$ cat config.mk
export PLATFORM = sky130hd
export DESIGN_NAME = circular_id_queue_find_delete_flat
export DESIGN_NICKNAME = d
export VERILOG_FILES = /design/src/rtl/cidq_pkg.sv /design/src/rtl/cidq_in_if.sv /design/src/rtl/cidq_out_if.sv /design/src/rtl/circular_id_queue_find_delete.sv /design/src/flat_wrapper.sv
export SDC_FILE = /design/constraint.sdc
export NUM_CORES = 2
export LEC_CHECK = 0
export BUFFER_PORTS_ARGS = -buffer_cell sky130_fd_sc_hd__buf_2
export CORE_MARGIN = 2
export CORE_UTILIZATION = 50
export CTS_CLUSTER_SIZE = 20
export DETAILED_ROUTE_END_ITERATION = 10
export GPL_ROUTABILITY_DRIVEN = 0
export PLACE_DENSITY = 0.74
export SLEW_MARGIN = 20
export SYNTH_ARGS = -nofsm -noshare
export SYNTH_HDL_FRONTEND = slang
export SYNTH_SLANG_ARGS = --single-unit
export TNS_END_PERCENT = 30
$ cat constraint.sdc
create_clock -name i_clk -period 9.6 [get_ports i_clk]
set_clock_uncertainty 0.1 [all_clocks]
set_input_delay 0.48 -clock i_clk [delete_from_list [all_inputs] [get_ports i_clk]]
set_output_delay 0.48 -clock i_clk [all_outputs]
set_load 0.01 [all_outputs]
$ cat src/rtl/cidq_pkg.sv
// Package for the circular identifier queue with find and delete.
// Holds the ring geometry, the action and status codes and the pointer helpers.
// No dependencies.
package cidq_pkg;

    localparam int DEPTH   = 64;
    localparam int PTR_W   = $clog2(DEPTH);
    localparam int PID_W   = 16;
    localparam int SLOT_W  = 6;
    localparam int ACT_W   = 2;
    localparam int STAT_W  = 2;
    localparam int OCC_W   = 6;

    localparam logic [ACT_W-1:0] ACT_ENQ  = 2'd0;
    localparam logic [ACT_W-1:0] ACT_DEQ  = 2'd1;
    localparam logic [ACT_W-1:0] ACT_FIND = 2'd2;
    localparam logic [ACT_W-1:0] ACT_DEL  = 2'd3;

    localparam logic [STAT_W-1:0] ST_OK     = 2'd0;
    localparam logic [STAT_W-1:0] ST_EMPTY  = 2'd1;
    localparam logic [STAT_W-1:0] ST_FULL   = 2'd2;
    localparam logic [STAT_W-1:0] ST_NOSLOT = 2'd3;

    localparam logic [PTR_W-1:0] PTR_LAST = PTR_W'(DEPTH - 1);

    // Step a ring pointer forward with wrap.
    function automatic logic [PTR_W-1:0] ptr_next(input logic [PTR_W-1:0] p);
        ptr_next = (p == PTR_LAST) ? '0 : p + PTR_W'(1);
    endfunction

    // Step a ring pointer back with wrap.
    function automatic logic [PTR_W-1:0] ptr_prev(input logic [PTR_W-1:0] p);
        ptr_prev = (p == '0) ? PTR_LAST : p - PTR_W'(1);
    endfunction

    // Ring distance from a to b, that is (b - a) mod DEPTH.
    function automatic logic [PTR_W-1:0] ptr_dist(input logic [PTR_W-1:0] a,
                                                  input logic [PTR_W-1:0] b);
        logic [PTR_W:0] diff;
        diff = {1'b0, b} - {1'b0, a};
        if (b < a) begin
            diff = diff + (PTR_W+1)'(DEPTH);
        end
        ptr_dist = diff[PTR_W-1:0];
    endfunction

endpackage

$ cat src/rtl/cidq_in_if.sv
// Request channel of the circular identifier queue: valid, ready and one beat.
// Depends on cidq_pkg for the field widths.
interface cidq_in_if;
    logic                           valid;
    logic                           ready;
    logic [cidq_pkg::ACT_W-1:0]     action;
    logic [cidq_pkg::PID_W-1:0]     pid;
    logic [cidq_pkg::SLOT_W-1:0]    slot;

    modport source (output valid, action, pid, slot, input ready);
    modport sink   (input valid, action, pid, slot, output ready);
endinterface

$ cat src/rtl/cidq_out_if.sv
// Result channel of the circular identifier queue: valid, ready and one beat.
// Depends on cidq_pkg for the field widths.
interface cidq_out_if;
    logic                           valid;
    logic                           ready;
    logic [cidq_pkg::PID_W-1:0]     pid_out;
    logic [cidq_pkg::SLOT_W-1:0]    slot_out;
    logic [cidq_pkg::STAT_W-1:0]    status;
    logic [cidq_pkg::OCC_W-1:0]     occupancy;

    modport source (output valid, pid_out, slot_out, status, occupancy, input ready);
    modport sink   (input valid, pid_out, slot_out, status, occupancy, output ready);
endinterface

$ cat src/rtl/circular_id_queue_find_delete.sv
// Circular queue of 16-bit identifiers with enqueue, dequeue, find and delete.
// Depends on cidq_pkg, cidq_in_if and cidq_out_if.
//
// Usage: each request beat on i_in carries an action, an identifier and a slot.
// Every request produces exactly one result beat on o_out with the dequeued
// identifier, the slot found, a status code and the occupancy after the action.
// The ring has 64 slots in a single-port-write, registered-read memory and holds
// up to 63 entries. One request is worked on at a time; i_in.ready is high only
// while the sequencer is idle.
// A find compares entries from the head toward the tail until a match or the tail;
// a delete moves each entry after the deleted slot one slot toward the head, then
// steps the tail back. A refused request goes straight to the result. The memory's
// single read port is walked one slot per cycle by the find and delete loop.
// Reset clears head, tail and all handshake state; the ring contents are not
// cleared, since only slots written before are ever read. There is no clearing
// pass. The result sits in an output register; if the receiver stalls, a
// finished result waits there, the next request can still be taken and worked
// on, and its result is held inside until the output register frees up.
module circular_id_queue_find_delete (
    input  logic         i_clk,
    input  logic         i_rst_n,
    cidq_in_if.sink      i_in,
    cidq_out_if.source   o_out
);

    localparam int PTR_W  = cidq_pkg::PTR_W;
    localparam int PID_W  = cidq_pkg::PID_W;
    localparam int SLOT_W = cidq_pkg::SLOT_W;
    localparam int STAT_W = cidq_pkg::STAT_W;
    localparam int OCC_W  = cidq_pkg::OCC_W;

    // Sequencer states.
    localparam logic [2:0] S_IDLE   = 3'd0;
    localparam logic [2:0] S_DEQ_RD = 3'd1;
    localparam logic [2:0] S_FIND   = 3'd2;
    localparam logic [2:0] S_DEL    = 3'd3;
    localparam logic [2:0] S_RESULT = 3'd4;

    // Ring storage with a registered read port.
    logic [PID_W-1:0] r_mem [cidq_pkg::DEPTH];
    logic [PID_W-1:0] r_rdata;
    logic             mem_we;
    logic [PTR_W-1:0] mem_waddr;
    logic [PID_W-1:0] mem_wdata;
    logic [PTR_W-1:0] mem_raddr;

    // Control state.
    logic [2:0]       r_state,  n_state;
    logic [PTR_W-1:0] r_head,   n_head;
    logic [PTR_W-1:0] r_tail,   n_tail;
    logic [PTR_W-1:0] r_ptr,    n_ptr;     // next slot to read in a walk
    logic [PTR_W-1:0] r_rd_ptr, n_rd_ptr;  // slot whose data is in r_rdata
    logic             r_rd_vld, n_rd_vld;  // r_rdata holds a walk read
    logic [PID_W-1:0] r_key,    n_key;     // identifier searched for

    // Result held until the output register takes it.
    logic [PID_W-1:0]  r_res_pid,    n_res_pid;
    logic [SLOT_W-1:0] r_res_slot,   n_res_slot;
    logic [STAT_W-1:0] r_res_status, n_res_status;

    // Output register.
    logic              r_out_valid,  n_out_valid;
    logic [PID_W-1:0]  r_out_pid,    n_out_pid;
    logic [SLOT_W-1:0] r_out_slot,   n_out_slot;
    logic [STAT_W-1:0] r_out_status, n_out_status;
    logic [OCC_W-1:0]  r_out_occ,    n_out_occ;

    logic [PTR_W-1:0]  count;
    logic [PTR_W-1:0]  del_offset;
    logic              in_beat;
    logic              out_free;

    assign count      = cidq_pkg::ptr_dist(r_head, r_tail);
    assign del_offset = cidq_pkg::ptr_dist(r_head, i_in.slot[PTR_W-1:0]);
    assign in_beat    = i_in.valid && i_in.ready;
    assign out_free   = !r_out_valid || o_out.ready;

    assign i_in.ready      = (r_state == S_IDLE);
    assign o_out.valid     = r_out_valid;
    assign o_out.pid_out   = r_out_pid;
    assign o_out.slot_out  = r_out_slot;
    assign o_out.status    = r_out_status;
    assign o_out.occupancy = r_out_occ;

    always_comb begin
        n_state      = r_state;
        n_head       = r_head;
        n_tail       = r_tail;
        n_ptr        = r_ptr;
        n_rd_ptr     = r_rd_ptr;
        n_rd_vld     = r_rd_vld;
        n_key        = r_key;
        n_res_pid    = r_res_pid;
        n_res_slot   = r_res_slot;
        n_res_status = r_res_status;
        n_out_valid  = r_out_valid && !o_out.ready;
        n_out_pid    = r_out_pid;
        n_out_slot   = r_out_slot;
        n_out_status = r_out_status;
        n_out_occ    = r_out_occ;
        mem_we       = 1'b0;
        mem_waddr    = r_tail;
        mem_wdata    = i_in.pid;
        mem_raddr    = r_ptr;

        case (r_state)
            S_IDLE: begin
                if (in_beat) begin
                    n_res_pid    = '0;
                    n_res_slot   = '0;
                    n_res_status = cidq_pkg::ST_OK;
                    n_key        = i_in.pid;
                    n_rd_vld     = 1'b0;
                    n_state      = S_RESULT;
                    case (i_in.action)
                        cidq_pkg::ACT_ENQ: begin
                            if (count == cidq_pkg::PTR_LAST) begin
                                n_res_status = cidq_pkg::ST_FULL;
                            end else begin
                                mem_we = 1'b1;
                                n_tail = cidq_pkg::ptr_next(r_tail);
                            end
                        end
                        cidq_pkg::ACT_DEQ: begin
                            if (count == '0) begin
                                n_res_status = cidq_pkg::ST_EMPTY;
                            end else begin
                                mem_raddr = r_head;
                                n_state   = S_DEQ_RD;
                            end
                        end
                        cidq_pkg::ACT_FIND: begin
                            n_ptr   = r_head;
                            n_state = S_FIND;
                        end
                        default: begin
                            // Delete: the slot must lie between head and tail.
                            if ((SLOT_W > PTR_W &&
                                 (i_in.slot >> PTR_W) != '0) ||
                                del_offset >= count) begin
                                n_res_status = cidq_pkg::ST_NOSLOT;
                            end else begin
                                n_rd_ptr = i_in.slot[PTR_W-1:0];
                                n_ptr    = cidq_pkg::ptr_next(i_in.slot[PTR_W-1:0]);
                                n_state  = S_DEL;
                            end
                        end
                    endcase
                end
            end

            S_DEQ_RD: begin
                n_res_pid = r_rdata;
                n_head    = cidq_pkg::ptr_next(r_head);
                n_state   = S_RESULT;
            end

            S_FIND: begin
                // One read issued and one compare done each cycle.
                if (r_rd_vld && r_rdata == r_key) begin
                    n_res_slot = SLOT_W'(r_rd_ptr);
                    n_rd_vld   = 1'b0;
                    n_state    = S_RESULT;
                end else if (r_ptr == r_tail) begin
                    n_res_status = cidq_pkg::ST_EMPTY;
                    n_rd_vld     = 1'b0;
                    n_state      = S_RESULT;
                end else begin
                    mem_raddr = r_ptr;
                    n_rd_ptr  = r_ptr;
                    n_rd_vld  = 1'b1;
                    n_ptr     = cidq_pkg::ptr_next(r_ptr);
                end
            end

            S_DEL: begin
                // Each entry read last cycle is written one slot toward the head.
                if (r_rd_vld) begin
                    mem_we    = 1'b1;
                    mem_waddr = cidq_pkg::ptr_prev(r_rd_ptr);
                    mem_wdata = r_rdata;
                end
                if (r_ptr == r_tail) begin
                    n_rd_vld = 1'b0;
                    if (!r_rd_vld) begin
                        n_tail  = cidq_pkg::ptr_prev(r_tail);
                        n_state = S_RESULT;
                    end
                end else begin
                    mem_raddr = r_ptr;
                    n_rd_ptr  = r_ptr;
                    n_rd_vld  = 1'b1;
                    n_ptr     = cidq_pkg::ptr_next(r_ptr);
                end
            end

            S_RESULT: begin
                if (out_free) begin
                    n_out_valid  = 1'b1;
                    n_out_pid    = r_res_pid;
                    n_out_slot   = r_res_slot;
                    n_out_status = r_res_status;
                    n_out_occ    = OCC_W'(count);
                    n_state      = S_IDLE;
                end
            end

            default: begin
                n_state = S_IDLE;
            end
        endcase
    end

    always_ff @(posedge i_clk) begin
        if (mem_we) begin
            r_mem[mem_waddr] <= mem_wdata;
        end
        r_rdata <= r_mem[mem_raddr];
    end

    always_ff @(posedge i_clk) begin
        if (!i_rst_n) begin
            r_state     <= S_IDLE;
            r_head      <= '0;
            r_tail      <= '0;
            r_rd_vld    <= 1'b0;
            r_out_valid <= 1'b0;
        end else begin
            r_state     <= n_state;
            r_head      <= n_head;
            r_tail      <= n_tail;
            r_rd_vld    <= n_rd_vld;
            r_out_valid <= n_out_valid;
        end
    end

    always_ff @(posedge i_clk) begin
        r_ptr        <= n_ptr;
        r_rd_ptr     <= n_rd_ptr;
        r_key        <= n_key;
        r_res_pid    <= n_res_pid;
        r_res_slot   <= n_res_slot;
        r_res_status <= n_res_status;
        r_out_pid    <= n_out_pid;
        r_out_slot   <= n_out_slot;
        r_out_status <= n_out_status;
        r_out_occ    <= n_out_occ;
    end

endmodule
$ cat src/flat_wrapper.sv
// flat-port wrapper written by rule: the top's interface ports become plain ports
module circular_id_queue_find_delete_flat 
  (i_clk, i_rst_n, i_in_valid, i_in_action, i_in_pid, i_in_slot, i_in_ready, o_out_valid, o_out_pid_out, o_out_slot_out, o_out_status, o_out_occupancy, o_out_ready);
  cidq_in_if i_in_i ();
  cidq_out_if o_out_i ();
  input  logic i_clk;
  input  logic i_rst_n;
  input wire logic [$bits(i_in_i.valid)-1:0] i_in_valid;
  input wire logic [$bits(i_in_i.action)-1:0] i_in_action;
  input wire logic [$bits(i_in_i.pid)-1:0] i_in_pid;
  input wire logic [$bits(i_in_i.slot)-1:0] i_in_slot;
  output wire logic [$bits(i_in_i.ready)-1:0] i_in_ready;
  output wire logic [$bits(o_out_i.valid)-1:0] o_out_valid;
  output wire logic [$bits(o_out_i.pid_out)-1:0] o_out_pid_out;
  output wire logic [$bits(o_out_i.slot_out)-1:0] o_out_slot_out;
  output wire logic [$bits(o_out_i.status)-1:0] o_out_status;
  output wire logic [$bits(o_out_i.occupancy)-1:0] o_out_occupancy;
  input wire logic [$bits(o_out_i.ready)-1:0] o_out_ready;
  assign i_in_i.valid = i_in_valid;
  assign i_in_i.action = i_in_action;
  assign i_in_i.pid = i_in_pid;
  assign i_in_i.slot = i_in_slot;
  assign i_in_ready = i_in_i.ready;
  assign o_out_valid = o_out_i.valid;
  assign o_out_pid_out = o_out_i.pid_out;
  assign o_out_slot_out = o_out_i.slot_out;
  assign o_out_status = o_out_i.status;
  assign o_out_occupancy = o_out_i.occupancy;
  assign o_out_i.ready = o_out_ready;
  circular_id_queue_find_delete u_core (.i_clk(i_clk), .i_rst_n(i_rst_n), .i_in(i_in_i), .o_out(o_out_i));
endmodule
==> impl_metrics.py <==
metrics = {
    "cells_and_area": {
        "fin_area_um2": 52400,
        "final_nets": 3611,
        "drive_gt1_share_pct": 11.6,
        "final_common_cell": "edfxtp_1",
        "syn_to_final_growth_pct": 11.7,
        "layout_common_cells": "1,106 x edfxtp_1, 403 x nand2_1, 389 x nand3_1, 292 x o21ai_0, 283 x a21oi_1",
        "nFillCells": 7057,
    },
    "sta": {
        "rsz0062_at_grt": "no",
        "min_period_ns": 6.26,
        "whs_ns": 0.0500,
        "fmax_mhz": 160,
        "fin_setup_tns_ns": 0,
        "setup_slack_ns": 3.34,
        "worst_slew_pin_slew_ns": 1.10,
        "slew_headroom_pct": 26.3,
        "slew_violations": 0,
        "finalHoldViolations": 0,
        "finalSetupViolCount": 0,
        "period_share_pct": 65.2,
    },
    "floorplanning": {
        "dieArea_um2": 96200,
        "dieWidth_um": 310,
        "die_h_um": 310,
        "ios": 60,
        "rows": 112,
        "core-area_um2": 93200,
        "start_util_pct": 50.3,
    },
    "critical_path": {
        "r2r-start": "u_core.r_tail[0]",
        "reg2reg_depth": 16,
        "cp.required_ns": 10.10,
        "critPathKind": "flip-flop to flip-flop",
        "cp-end-kind": "flip-flop",
        "startpoint_type": "flip-flop",
        "cp_max_fo": 82,
        "worst_r2r_endpoint": "u_core.r_rdata[0]",
        "arrival_ns": 6.76,
        "rrSetupSlack_ns": 3.34,
    },
    "pwr": {
        "powerDensity_nw_per_um2": 214,
        "ir_drop_mv": 0.125,
        "leakage_nw": 17.0,
    },
    "cts": {
        "tritoncts": "built",
        "cts_root_buf": "clkbuf_16",
        "clock-sinks": 1139,
        "clkSlewWorstSetupHoldPaths_ns": 0.06,
        "cts_buffers": 106,
        "cts_buffer_depth": 3,
        "cts-resized-gates": 0,
        "hold_buffers": 16,
        "postCtsSetupBuffers": 0,
        "clkLatencyLatePin_ns": 0.68,
        "cts_max_level": 3,
    },
    "synthesis": {
        "synth_nets": 3575,
        "synth-simple-area-share_pct": 11.4,
        "yosys-mux-area-fraction_pct": 0.987,
        "synth-xor-area-share_pct": 0.931,
        "synthTopCellsByArea": "edfxtp_1 71%, nand3_1 4.2%, nand2_1 3.4%, o21ai_0 3.1%, a21oi_1 3.0%",
        "netlist.top_cell.by_area": "edfxtp_1",
        "synth_top_family_by_area": "simple AND/OR/NAND/NOR gates",
        "synth_top_area_share_pct": 70.8,
        "synth-main-ff-cell": "edfxtp_1",
        "syn_avg_cell_area_um2": 13.3,
        "syn_inst": 3522,
        "synth_edf_count": 1106,
        "synthAdderAreaFrac_pct": 0.699,
        "yosysWarnings": 0,
        "yosysUniqueCellTypes": 73,
        "async_reset_ff_share_pct": 0,
        "synth_seq_cells": 1139,
        "synth-compound-area-share_pct": 10.9,
        "synth_area_um2": 46900,
        "ys_seq_area_share_pct": 72.2,
    },
    "detailed_routing": {
        "num_vias": 31300,
        "drtIter0Drc": 4777,
        "drt_drc_violations_left": 0,
        "wire_per_inst_um": 26.2,
        "via_per_inst": 6.39,
        "drt-total-wl_um": 128000,
        "firstDrtPassIters": 6,
        "ant_nets": 0,
    },
    "place": {
        "place_ws_ns": 3.45,
        "hpwl_um": 70400,
        "io_buffers": 59,
        "placed_area_um2": 48600,
    },
    "run_status": {
        "status": "finished, final reports clean",
    },
    "hold_path": {
        "min_to": "u_core.r_state[2]",
        "hp-start": "o_out_ready",
        "min_path_type": "input port to flip-flop",
        "min_path_cells": 4,
    },
    "global_routing": {
        "grt_pass1_vias": 29600,
        "grt_max_degree": 207,
        "grt_pass1_wl_um": 189000,
        "grt_overflow": 0,
        "antenna_found_initial": 6,
        "grt_usage_pct": 26.3,
    },
    "flow_run": {
        "cap_violations": 0,
    },
}
## layout make-up
class	instances	area [µm²]	area share (%)
inverter	25	93.8	0.179
multi-input combinational	2095	11900	22.7
clock inverter	53	594	1.14
sequential	1139	33900	64.7
timing repair buffer	191	1360	2.60
tap	1254	1570	3.00
clock buffer	144	2960	5.65
antenna	3	7.51	0.0143
## report_power, final
group | internal [mW] | switching, mW | leakage (nW) | total [mW]
clock network | 2.50 | 1.79 | 1.73 | 4.29
logic | 0.354 | 0.909 | 5.05 | 1.26
registers | 5.55 | 0.123 | 10.3 | 5.67
## registers in the layout, indices dropped and copies added, names as in the netlist, 16 cells and up
register	count
u_core.o_out.pid_out	16
u_core.r_key	16
u_core.r_mem	1024
u_core.r_rdata	16
u_core.r_res_pid	16
## how the worst max path moves through the flow
stage                          start                  end  depth (start not counted)
global route        u_core.r_tail[0]    u_core.r_rdata[0]                         16
finish              u_core.r_tail[0]    u_core.r_rdata[0]                         16
CTS                 u_core.r_tail[0]    u_core.r_rdata[0]                         16
detailed placement  u_core.r_tail[0]    u_core.r_rdata[0]                         16
floorplan           u_core.r_tail[0]  u_core.r_mem[15][0]                         13
global placement    u_core.r_tail[0]   u_core.r_rdata[15]                         16
## routing by layer
layer  track usage (%)  part of all wire, %  vias to the layer above
met3              4.97                   12                      304
li1                  -                    -                    13500
met5                 0                0.041                        -
met2              40.9                   46                     2146
met4              10.9                  4.1                        8
met1              36.5                   38                    15300
## worst max-delay path, cell delays in order, from the launching register on
cell and delay (ns):
dfxtp_1 0.59, inv_1 0.18, ha_1 0.27, fa_1 0.42, nand2b_1 0.17, a21oi_1 0.17, xnor2_1 0.22, inv_2 0.11
o41a_1 0.61, and3_4 0.52, buf_4 0.39, nor2_4 0.82, buf_4 0.70, nand2_1 0.11, a32oi_1 0.22, nand4_1 0.26
nand4_1 0.25
## cells by family after synthesis
group	after synthesis
flops	1139
simple gates	1132
compound gates	845
buf+inv	288
xor+xnor	49
mux	44
fa+ha+maj	25
## cells in the mapped netlist (50+ instances only)
cell type and number:
a21oi_1 284, a31oi_1 50, and3_1 57, buf_2 54
clkbuf_1 168, edfxtp_1 1106, nand2_1 421, nand3_1 390
nand4_1 57, nor2_1 107, o21ai_0 292, o41ai_1 65
## through the flow
step	utilization (%)	total power, mW	std cells
floorplan	-	6.50	3522
global placement	52.1	6.97	4688
detailed placement	52.2	6.99	4688
CTS	56.2	11.2	4901
global route	56.2	11.5	4901
finish	56.2	11.2	4904
(Power assumes the default switching activity.)
